[src/sv/crs_pkg.sv]
`default_nettype none

package crs_pkg;

  localparam int FRAC_BITS  = 16;
  localparam int COORD_W    = 32;
  localparam int T_W        = FRAC_BITS + 1;
  localparam int TSQ_W      = 2 * T_W;
  localparam int OPND_W     = COORD_W + 1;
  localparam int WGT_W      = FRAC_BITS + 4;
  localparam int PROD_W     = OPND_W + WGT_W;
  localparam int PAIR_W     = PROD_W + 2;
  localparam int ACC_W      = PROD_W + 3;
  localparam int RES_W      = ACC_W - (FRAC_BITS + 1);
  localparam int NUM_STAGES = 6;
  localparam int IN_DATA_W  = ((4 * COORD_W + T_W + 7) / 8) * 8;

  localparam logic [T_W-1:0]   T_ONE  = {1'b1, {FRAC_BITS{1'b0}}};
  localparam logic [TSQ_W-1:0] T_HALF = {{(TSQ_W - FRAC_BITS){1'b0}}, 1'b1,
                                         {(FRAC_BITS - 1){1'b0}}};

  typedef logic [NUM_STAGES-1:0] stage_mask_t;

  typedef struct packed {
    logic signed [WGT_W-1:0] h00;
    logic signed [WGT_W-1:0] h10;
    logic signed [WGT_W-1:0] h01;
    logic signed [WGT_W-1:0] h11;
  } weights_t;

  typedef struct packed {
    logic signed [OPND_W-1:0] p_start_x2;
    logic signed [OPND_W-1:0] tan_start;
    logic signed [OPND_W-1:0] p_end_x2;
    logic signed [OPND_W-1:0] tan_end;
  } opnd_t;

endpackage

`default_nettype wire

[src/sv/crs_ctrl.sv]
`default_nettype none

module crs_ctrl (
  input  wire                  clk,
  input  wire                  rst,
  input  wire                  in_valid,
  output logic                 in_ready,
  output logic                 out_valid,
  input  wire                  out_ready,
  output crs_pkg::stage_mask_t load
);
  import crs_pkg::*;

  stage_mask_t valid;
  stage_mask_t valid_next;

  // A stage takes new contents when it is empty or when its contents move on.
  always_comb begin
    load[NUM_STAGES-1] = !valid[NUM_STAGES-1] || out_ready;
    for (int k = NUM_STAGES - 2; k >= 0; k--) begin
      load[k] = !valid[k] || load[k+1];
    end
  end

  always_comb begin
    valid_next = valid;
    if (load[0]) begin
      valid_next[0] = in_valid;
    end
    for (int k = 1; k < NUM_STAGES; k++) begin
      if (load[k]) begin
        valid_next[k] = valid[k-1];
      end
    end
  end

  always_ff @(posedge clk) begin
    if (rst) begin
      valid <= '0;
    end else begin
      valid <= valid_next;
    end
  end

  assign in_ready  = load[0];
  assign out_valid = valid[NUM_STAGES-1];

endmodule

`default_nettype wire

[config.mk]
export PLATFORM = sky130hd
export DESIGN_NAME = crs_ctrl
export DESIGN_NICKNAME = d
export VERILOG_FILES = /design/src/sv/crs_pkg.sv /design/src/sv/crs_ctrl.sv
export SDC_FILE = /design/constraint.sdc
export NUM_CORES = 1
export LEC_CHECK = 0
export CAP_MARGIN = 15
export CORE_AREA = 2 2 39 41
export CTS_CLUSTER_DIAMETER = 150
export DETAILED_ROUTE_END_ITERATION = 8
export DIE_AREA = 0 0 41 43
export DONT_BUFFER_PORTS = 1
export SLEW_MARGIN = 15
export SYNTH_ARGS = -nofsm -noshare
export SYNTH_HDL_FRONTEND = slang
export SYNTH_SLANG_ARGS = --single-unit
[constraint.sdc]
create_clock -name clk -period 2.1 [get_ports clk]
set_clock_uncertainty 0.1 [all_clocks]
set_input_delay 0.21 -clock clk [delete_from_list [all_inputs] [get_ports clk]]
set_output_delay 0.21 -clock clk [all_outputs]
set_load 0.05 [all_outputs]
==> impl_metrics.sql <==
INSERT INTO impl_metrics (metric_group, metric, value, unit) VALUES
('setup_path', 'critical_path.max_fanout', '6', ''),
('clock_network', 'clock_tree_root', 'sky130_fd_sc_hd__clkbuf_4', ''),
('clock_network', 'htreeDepth', '1', ''),
('timing', 'worst-slew-pin-transition', '0.464', 'ns'),
('pwr', 'power.static_leakage', '0.000128', 'µW'),
('worst_hold_path', 'hold_path.class', 'in -> reg', ''),
('setup_path', 'timing.setup.critical_path_class', 'reg -> reg', ''),
('drt', 'wl', '486', 'µm'),
('clock_network', 'cts_tree', 'built', ''),
('yosys', 'netlist_area', '234', 'µm²'),
('yosys', 'syn_nets', '31', ''),
('die', 'chipHeight', '43', 'µm'),
('finish', 'nets', '40', ''),
('finish', 'layout_top_registers', 'valid x6', ''),
('yosys', 'synth_sequential_area_ratio', '51.3', '%'),
('setup_path', 'critPathTopFamily', 'buffers and inverters', ''),
('finish', 'area_growth_syn_to_layout', '33.2', '%'),
('pwr', 'ir_worst_vdd', '0.000210', 'V'),
('finish', 'largest_register_ff_count', '6', ''),
('clock_network', 'cts.repair.resized', '0', ''),
('die', 'core_region_area', '1380', 'µm²'),
('pwr', 'cellPowerDensity', '750', 'nW/µm²'),
('timing', 'final-hold-violation-count', '0', ''),
('global_routing', 'initial_antenna_violation_count', '0', ''),
('die', 'io_pins', '12', ''),
('die', 'die-area', '1760', 'µm²'),
('place', 'routabilityCongestion', '0.640', ''),
('finish', 'max_flop_register', 'valid', ''),
('clock_network', 'clock_path_buffers', '2', ''),
('setup_path', 'critPathLaunchType', 'flip-flop', ''),
('yosys', 'ys.warnings.count', '0', ''),
('die', 'rows', '14', ''),
('global_routing', 'pin_count_of_the_biggest_net_entering_global_routing', '7', ''),
('global_routing', 'first_pass_grt_wire_length', '786', 'µm'),
('drt', 'drcViolationCount', '0', ''),
('timing', 'max_freq', '0.598', 'GHz'),
('global_routing', 'globalRouteOverflowTotal', '0', ''),
('timing', 'pins_over_their_slew_limit', '0', ''),
('timing', 'totalNegativeSetupSlack', '0', 'ns'),
('setup_path', 'critical_path_required', '2.18', 'ns'),
('drt', 'drt_first_pass_iters', '3', ''),
('clock_network', 'number_of_cts_inserted_buffers', '3', ''),
('timing', 'timing.final.setup_violations', '0', ''),
('yosys', 'synth_top_area_share', '51.3', '%'),
('clock_network', 'clock_latency', '0.24', 'ns'),
('finish', 'num_antenna_cells', '0', ''),
('drt', 'drt-initial-drc-count', '4', ''),
('clock_network', 'cts.sinks', '6', ''),
('yosys', 'synthDistinctLibCells', '11', ''),
('finish', 'final_layout_size_suffix_gt1_share', '26.5', '%'),
('setup_path', 'data_arrival_time_of_the_critical_path', '1.75', 'ns'),
('setup_path', 'worst_path_largest_cell_delay', '0.55', 'ns'),
('timing', 'fin_crit', '1.67', 'ns'),
('yosys', 'ranking_of_synthesized_cells_by_area', 'sky130_fd_sc_hd__dfxtp_1 (51%), sky130_fd_sc_hd__a21oi_1 (11%), sky130_fd_sc_hd__inv_1 (8.0%)', ''),
('run', 'drv.max_cap_violation_count', '0', ''),
('setup_path', 'worst_path_max_delay_cell', 'sky130_fd_sc_hd__dlygate4sd3_1', ''),
('finish', 'design_area', '312', 'µm²'),
('global_routing', 'first_global_vias', '182', ''),
('yosys', 'postSynthCellCount', '27', ''),
('yosys', 'yosysTopAreaCell', 'sky130_fd_sc_hd__dfxtp_1', ''),
('place', 'dpl_cell_area', '269', 'µm²'),
('setup_path', 'crit_chain', 'and4b_1 > nand4_2 > a21oi_1 > dlygate4sd3_1', ''),
('setup_path', 'timing.critical_path.buf_inv', '1', ''),
('drt', 'drtAntennaViolNets', '0', ''),
('drt', 'route.vias.total', '199', ''),
('global_routing', 'global_route.usage.total', '7.73', '%'),
('drt', 'route.detailed.wl_per_inst', '9.72', 'µm'),
('clock_network', 'clk_pin_slew', '0.05', 'ns'),
('timing', 'min_period_over_period', '79.6', '%'),
('setup_path', 'crit_path_capture_type', 'flip-flop', ''),
('clock_network', 'postCtsSetupRepairBufs', '0', ''),
('die', 'start_util', '16.9', '%'),
('drt', 'vias_per_cell', '3.98', ''),
('run_status', 'outcome', 'complete, no violations', ''),
('place', 'input_output_buffers', '0', ''),
('yosys', 'postSynthRegisterBits', '6', ''),
('finish', 'filler_cell_count', '166', ''),
('finish', 'final_core_utilization', '22.5', '%'),
('finish', 'multiInputGateArea', '80.1', 'µm²'),
('timing', 'maxSlewHeadroom', '69.0', '%'),
('timing', 'rsz0062_at_grt', 'false', ''),
('yosys', 'postSynthAreaPerCell', '8.67', 'µm²'),
('die', 'die_wd', '41', 'µm'),
('clock_network', 'cts_hold_buffers', '2', ''),
('finish', 'layout.area.seq', '120', 'µm²');
## worst register-to-register path, cell delays in order (launching register included)
cell,delay [ns]
sky130_fd_sc_hd__dfxtp_1,0.34
sky130_fd_sc_hd__and4b_1,0.34
sky130_fd_sc_hd__nand4_2,0.14
sky130_fd_sc_hd__a21oi_1,0.15
sky130_fd_sc_hd__dlygate4sd3_1,0.55
## worst paths after layout
check	from	to	slack [ns]	depth (start not counted)
setup reg to reg	valid[5]	valid[0]	0.43	4
hold reg to reg	valid[3]	valid[4]	0.35	2
hold / removal	out_ready	valid[5]	0.29	3
setup / recovery	valid[5]	valid[0]	0.43	4
## kinds of logic after synthesis
| kind of cell | count (synthesis) | synth area share (%) |
|---|---|---|
| buf+inv | 7 | 14.4 |
| simple gates | 9 | 23.5 |
| flops | 6 | 51.3 |
| compound gates | 5 | 10.7 |
## layout make-up
| type | instances | area share [%] |
|---|---|---|
| tap | 16 | 6.43 |
| clock buffer | 3 | 7.23 |
| multi-input combinational | 14 | 25.7 |
| sequential | 6 | 38.6 |
| timing repair buffer | 6 | 16.1 |
| inverter | 5 | 6.02 |
## power breakdown
group,total [µW],internal [µW],leakage (µW),switching (µW)
sequential,120,117,0.0000489,2.32
clock,105,64.6,0.0000138,40.5
combinational,9.14,4.80,0.0000649,4.33
total,234,187,0.000128,47.1
## metrics by stage
step                      std cells  power, µW  setup slack (ns)  hold slack (ns)
after detailed placement         45        127             0.711            0.183
after floorplan                  27        125            0.0899            0.179
after CTS                        50        239             0.419            0.289
after global placement           45        127             0.729            0.180
final                            50        234             0.429            0.291
after global routing             50        247             0.332            0.314
## cells in the mapped netlist
cell                       count
sky130_fd_sc_hd__nand2_1       1
sky130_fd_sc_hd__nand4_2       1
sky130_fd_sc_hd__nor2_1        3
sky130_fd_sc_hd__dfxtp_1       6
sky130_fd_sc_hd__or2_2         1
sky130_fd_sc_hd__buf_4         2
sky130_fd_sc_hd__nand2b_1      1
sky130_fd_sc_hd__a21oi_1       5
sky130_fd_sc_hd__inv_1         5
sky130_fd_sc_hd__nand3_1       1
sky130_fd_sc_hd__and4b_1       1
## layer usage
metal,global-route usage [%],routed length (µm)
met5,0,0
met4,12.0,8
met3,3.14,39
met2,8.75,230
met1,8.04,208
## cell usage in the layout (no fill, tap or decap)
cell,count
sky130_fd_sc_hd__inv_1,5
sky130_fd_sc_hd__clkbuf_4,3
sky130_fd_sc_hd__nor2_1,3
sky130_fd_sc_hd__dfxtp_1,6
sky130_fd_sc_hd__a21oi_1,5
sky130_fd_sc_hd__or2_2,1
sky130_fd_sc_hd__nand2b_1,1
sky130_fd_sc_hd__dlygate4sd3_1,2
sky130_fd_sc_hd__nand3_1,1
sky130_fd_sc_hd__buf_4,4
sky130_fd_sc_hd__and4b_1,1
sky130_fd_sc_hd__nand4_2,1
sky130_fd_sc_hd__nand2_1,1
(Power assumes the default switching activity.)
