===== config.mk =====
export PLATFORM = sky130hd
export DESIGN_NAME = crs_weights
export DESIGN_NICKNAME = d
export VERILOG_FILES = /design/src/sv/crs_pkg.sv /design/src/sv/crs_weights.sv
export SDC_FILE = /design/constraint.sdc
export NUM_CORES = 1
export LEC_CHECK = 0
export ABC_CLOCK_PERIOD_IN_PS = 8600
export BUFFER_PORTS_ARGS = -buffer_cell sky130_fd_sc_hd__buf_2
export CAP_MARGIN = 20
export CORE_MARGIN = 5
export CORE_UTILIZATION = 30
export CTS_BUF_LIST = sky130_fd_sc_hd__clkbuf_16
export CTS_CLUSTER_DIAMETER = 150
export DETAILED_ROUTE_END_ITERATION = 10
export PLACE_DENSITY_LB_ADDON = 0.05
export SLEW_MARGIN = 20
export SYNTH_ARGS = -nofsm -noshare
export SYNTH_HDL_FRONTEND = slang
export SYNTH_SLANG_ARGS = --single-unit

===== constraint.sdc =====
create_clock -name clk -period 8.6 [get_ports clk]
set_input_delay 0.43 -clock clk [delete_from_list [all_inputs] [get_ports clk]]
set_output_delay 0.43 -clock clk [all_outputs]
set_load 0.01 [all_outputs]

===== src/sv/crs_pkg.sv =====
`default_nettype none

package crs_pkg;

  localparam int FRAC_BITS  = 16;
  localparam int COORD_W    = 32;
  localparam int T_W        = FRAC_BITS + 1;
  localparam int TSQ_W      = 2 * T_W;
  localparam int OPND_W     = COORD_W + 1;
  localparam int WGT_W      = FRAC_BITS + 4;
  localparam int PROD_W     = OPND_W + WGT_W;
  localparam int PAIR_W     = PROD_W + 2;
  localparam int ACC_W      = PROD_W + 3;
  localparam int RES_W      = ACC_W - (FRAC_BITS + 1);
  localparam int NUM_STAGES = 6;
  localparam int IN_DATA_W  = ((4 * COORD_W + T_W + 7) / 8) * 8;

  localparam logic [T_W-1:0]   T_ONE  = {1'b1, {FRAC_BITS{1'b0}}};
  localparam logic [TSQ_W-1:0] T_HALF = {{(TSQ_W - FRAC_BITS){1'b0}}, 1'b1,
                                         {(FRAC_BITS - 1){1'b0}}};

  typedef logic [NUM_STAGES-1:0] stage_mask_t;

  typedef struct packed {
    logic signed [WGT_W-1:0] h00;
    logic signed [WGT_W-1:0] h10;
    logic signed [WGT_W-1:0] h01;
    logic signed [WGT_W-1:0] h11;
  } weights_t;

  typedef struct packed {
    logic signed [OPND_W-1:0] p_start_x2;
    logic signed [OPND_W-1:0] tan_start;
    logic signed [OPND_W-1:0] p_end_x2;
    logic signed [OPND_W-1:0] tan_end;
  } opnd_t;

endpackage

`default_nettype wire


===== src/sv/crs_weights.sv =====
`default_nettype none

module crs_weights (
  input  wire                    clk,
  input  wire [crs_pkg::T_W-1:0] t_frac,
  input  wire [2:0]              load,
  output crs_pkg::weights_t      weights
);
  import crs_pkg::*;

  logic [T_W-1:0]   t_clamp;
  logic [T_W-1:0]   t_s1;
  logic [TSQ_W-1:0] tsq_s1;
  logic [TSQ_W-1:0] tsq_rnd;
  logic [T_W-1:0]   t2;
  logic [T_W-1:0]   t_s2;
  logic [T_W-1:0]   t2_s2;
  logic [TSQ_W-1:0] t2t_s2;
  logic [TSQ_W-1:0] t2t_rnd;
  logic [T_W-1:0]   t3;
  logic signed [WGT_W-1:0] tw;
  logic signed [WGT_W-1:0] t2w;
  logic signed [WGT_W-1:0] t3w;
  logic signed [WGT_W-1:0] onew;
  weights_t weights_next;

  assign t_clamp = (t_frac > T_ONE) ? T_ONE : t_frac;

  always_ff @(posedge clk) begin
    if (load[0]) begin
      t_s1   <= t_clamp;
      tsq_s1 <= t_clamp * t_clamp;
    end
  end

  // Round half up back to FRAC_BITS fraction bits.
  assign tsq_rnd = tsq_s1 + T_HALF;
  assign t2      = tsq_rnd[FRAC_BITS +: T_W];

  always_ff @(posedge clk) begin
    if (load[1]) begin
      t_s2   <= t_s1;
      t2_s2  <= t2;
      t2t_s2 <= t2 * t_s1;
    end
  end

  assign t2t_rnd = t2t_s2 + T_HALF;
  assign t3      = t2t_rnd[FRAC_BITS +: T_W];

  always_comb begin
    tw   = signed'(WGT_W'(t_s2));
    t2w  = signed'(WGT_W'(t2_s2));
    t3w  = signed'(WGT_W'(t3));
    onew = signed'(WGT_W'(T_ONE));
    weights_next.h00 = (t3w <<< 1) - (t2w + (t2w <<< 1)) + onew;
    weights_next.h10 = t3w - (t2w <<< 1) + tw;
    weights_next.h01 = (t2w + (t2w <<< 1)) - (t3w <<< 1);
    weights_next.h11 = t3w - t2w;
  end

  always_ff @(posedge clk) begin
    if (load[2]) begin
      weights <= weights_next;
    end
  end

endmodule

`default_nettype wire


==> results by group <==
Setup path
  • Register-to-register setup slack: 630 ps
  • Worst reg2reg endpoint: t2t_s2[32]
  • Type of origin of the critical path: flop
  • Critical path class: flop to flop
  • Arrival time at the worst endpoint: 8190 ps
  • Data required time at the worst endpoint: 8820 ps
  • Crit path launch: tsq_s1[17]
  • Source of the worst register-to-register timing path: tsq_s1[17]
  • Delay of the slowest cell on the worst path: ~690 ps
  • Destination of the critical timing path: t2t_s2[32]
  • Highest-delay cell along the critical path: sky130_fd_sc_hd__xnor2_1
  • Worst Reg-to-Reg Cells: 29
  • Maximum fanout along the worst path: 6
  • Setup crit end kind: flop

Logic synthesis
  • Synthesis Warnings: 0
  • Syn Inst Count: 2,703
  • Unique masters post-synth: 67
  • Avg Inst Size Synth: 9.76 sq um
  • Number of enable-type register cells in the synthesized netlist: 164
  • Sequential-to-total area share from yosys stat: 0.187
  • Asr flop ratio synth: 0
  • Dominant register cell in the synthesized netlist: sky130_fd_sc_hd__edfxtp_1
  • Number of synthesized register bits: 164
  • Cell area after technology mapping: 0.0264 sq mm

Route
  • WL per Instance: around 18 um
  • First-pass iteration count of the detailed router: 5
  • Residual antenna-violating net count after detailed routing: 0
  • Wire length reported by the detailed router: a little over 70 mm
  • Number of design rule violations left after detail routing: 0
  • Number of vias per cell: 4.55
  • Total number of vias: approximately 18,000
  • Number of DRC markers in iteration 0: 611

Timing
  • PnR worst setup slack: 634 ps
  • Time the worst path needs with I/O delays and setup: 7970 ps
  • Transition time of the tightest slew-check pin: roughly 1100 ps
  • Crit share post-route: 0.926
  • Unrepaired setup endpoints after global routing: false
  • Headroom to the max-slew limit: 0.258
  • Max Clock Skew: 20.9 ps
  • Final Hold Viols: 0
  • Timing-limited maximum frequency: around 130 MHz
  • Pins over their slew limit: 0
  • Final setup vio count: 0

Status
  • Result of the run: completed

Global route
  • Global-route wire length before repair: 114 mm
  • Largest net degree at the start of global routing: 66
  • Total overflow reported by the global router: 0
  • Antenna violations before repair: 0
  • Overall fraction of global-route tracks in use: 0.156
  • Number of global-route vias before repair: between 20,000 and 25,000

Hold path
  • Worst hold path type: input port to flop

Place
  • Post-DP HPWL: 58.5 mm
  • Place WS: -178 ps
  • GP Congestion: around 0.79
  • Placed cell areas: 0.0285 sq mm
  • Total placed cells including tap cells: 3,948
  • Number of port buffers: 100

Clock network
  • Skew-Pair Late Insertion Delay: about 500 ps
  • Clock root buffer: sky130_fd_sc_hd__clkbuf_16
  • Number of setup buffers added after CTS: 0
  • Reg clk slew, reported paths: 70 ps
  • Cts bufs inserted: 17
  • Buffers from clock root to sink, at most: 2
  • CTS H-tree lvls: 4
  • CTS sink count: 164
  • CTS tree: yes
  • Hold-fix buffers, CTS: 0

Floorplan
  • Horizontal die dimension: 307 um
  • Chip height: 307 um
  • Row cnt: roughly 110
  • Std-Cell Core Area: just under 0.09 sq mm
  • Full die area: 0.0939 sq mm
  • Top-level port count: 101
  • Starting density of the core: 0.303

Layout
  • Fraction of layout cells with a size suffix above 1: 0.0733
  • Final nets: 3,572
  • Final instance count without filler cells: 3,981
  • Growth of design area from synthesis to finish: 10.4%
  • Area of all placed cells without fillers: 0.0291 sq mm
  • Filler cell count: 9,041

Job
  • Number of max-cap violations: 0
[through the flow]
| step | setup TNS, ps | hold WS [ps] | utilization |
|---|---|---|---|
| finish | 0 | 294 | 0.335 |
| CTS | 0 | 246 | 0.334 |
| global placement | -171 | 556 | 0.327 |
| detailed placement | -362 | 560 | 0.327 |
| floorplan | 0 | 424 | - |
| global route | 0 | 272 | 0.335 |
[placed cells by master (no fill, tap or decap), types with 48 or more instances in the layout]
cell and n:
sky130_fd_sc_hd__edfxtp_1 164, sky130_fd_sc_hd__buf_2 99, sky130_fd_sc_hd__o21ai_0 48, sky130_fd_sc_hd__inv_1 601
sky130_fd_sc_hd__and2_1 113, sky130_fd_sc_hd__a21oi_1 87, sky130_fd_sc_hd__nor2_1 62, sky130_fd_sc_hd__nand2_1 315
sky130_fd_sc_hd__xor2_1 53, sky130_fd_sc_hd__and3_1 76, sky130_fd_sc_hd__fa_1 415, sky130_fd_sc_hd__buf_4 52
sky130_fd_sc_hd__ha_1 324, sky130_fd_sc_hd__xnor2_1 104
[layout make-up]
cell class,instances,area [sq um],share of cell area
clock inverter,15,193,0.00661
clock buffer,17,425,0.0146
multi-input combinational,1878,19000,0.652
sequential,164,4920,0.169
inverter,600,2250,0.0773
timing repair buffer,151,886,0.0304
antenna,1,2.50,0.0000859
tap,1155,1450,0.0496
[metal layers]
metal | GRT usage | vias up | part of all wire
met5 | 0 | - | 0
met4 | 0.0377 | 0 | 0.018
met3 | 0.0202 | 70 | 0.026
met2 | 0.275 | 267 | 0.50
met1 | 0.203 | 9101 | 0.46
li1 | - | 8682 | -
[what timing repair did]
action / CTS / global route
hold endpoints to repair: 0 / 0
resized for setup: 0 / 4
endpoints found under the setup margin: 0 / 2
[critical path: cells and delay by family, from the launching register on]
family / cells / cell delay (ps)
AOI/OAI and AO/OA: 7 / 1470
xor gates and xnor gates: 2 / 780
adders and majority gates: 7 / 3380
buffers and inverters: 7 / 620
DFF: 1 / 410
and+or+nand+nor: 6 / 1040
[worst min-delay path by stage]
stage / from / to / slack [ps] / cells past startpoint
final: load[2] / weights[22] / 290 / 1
after global routing: load[2] / weights[44] / 270 / 1
after CTS: load[2] / weights[42] / 250 / 1
after detailed placement: t_s2[0] / weights[40] / 560 / 1
after global placement: t_s2[0] / weights[40] / 560 / 1
after floorplan: t_s1[14] / t_s2[14] / 420 / 0
[cells by family after synthesis]
family          Yosys count  synth area share
other cells               2          0.000285
buf+inv                 682            0.0975
compound gates          271            0.0677
fa+ha+maj               739             0.469
mux                       1          0.000427
xor+xnor                162            0.0538
simple gates            682             0.125
flops                   164             0.187
[state kept, by name, indices dropped and copies added, names as in the netlist]
| signal | flops |
|---|---|
| t2_s2 | 17 |
| t_s1 | 17 |
| tsq_s1 | 18 |
| t_s2 | 17 |
| t2t_s2 | 18 |
| weights | 77 |
[cell usage after synthesis (11+ instances only)]
library cell | number | area share
sky130_fd_sc_hd__nor2b_1 | 23 | 0.0055
sky130_fd_sc_hd__a21oi_1 | 87 | 0.017
sky130_fd_sc_hd__o21a_1 | 11 | 0.0031
sky130_fd_sc_hd__o21ai_0 | 48 | 0.0091
sky130_fd_sc_hd__ha_1 | 324 | 0.15
sky130_fd_sc_hd__inv_1 | 600 | 0.085
sky130_fd_sc_hd__and2_1 | 113 | 0.027
sky130_fd_sc_hd__xnor2_1 | 108 | 0.036
sky130_fd_sc_hd__nor2_1 | 62 | 0.0088
sky130_fd_sc_hd__fa_1 | 415 | 0.31
sky130_fd_sc_hd__xor2_1 | 54 | 0.018
sky130_fd_sc_hd__clkbuf_1 | 72 | 0.010
sky130_fd_sc_hd__edfxtp_1 | 164 | 0.19
sky130_fd_sc_hd__o21bai_1 | 20 | 0.0057
sky130_fd_sc_hd__nor3_1 | 25 | 0.0047
sky130_fd_sc_hd__and3_1 | 76 | 0.018
sky130_fd_sc_hd__nand3_1 | 23 | 0.0044
sky130_fd_sc_hd__a21o_1 | 40 | 0.011
sky130_fd_sc_hd__nand2_1 | 315 | 0.045
Power is left out: the tool's default activity adds up to more than one toggle a clock period on the data nets, which glitch-free logic cannot reach.
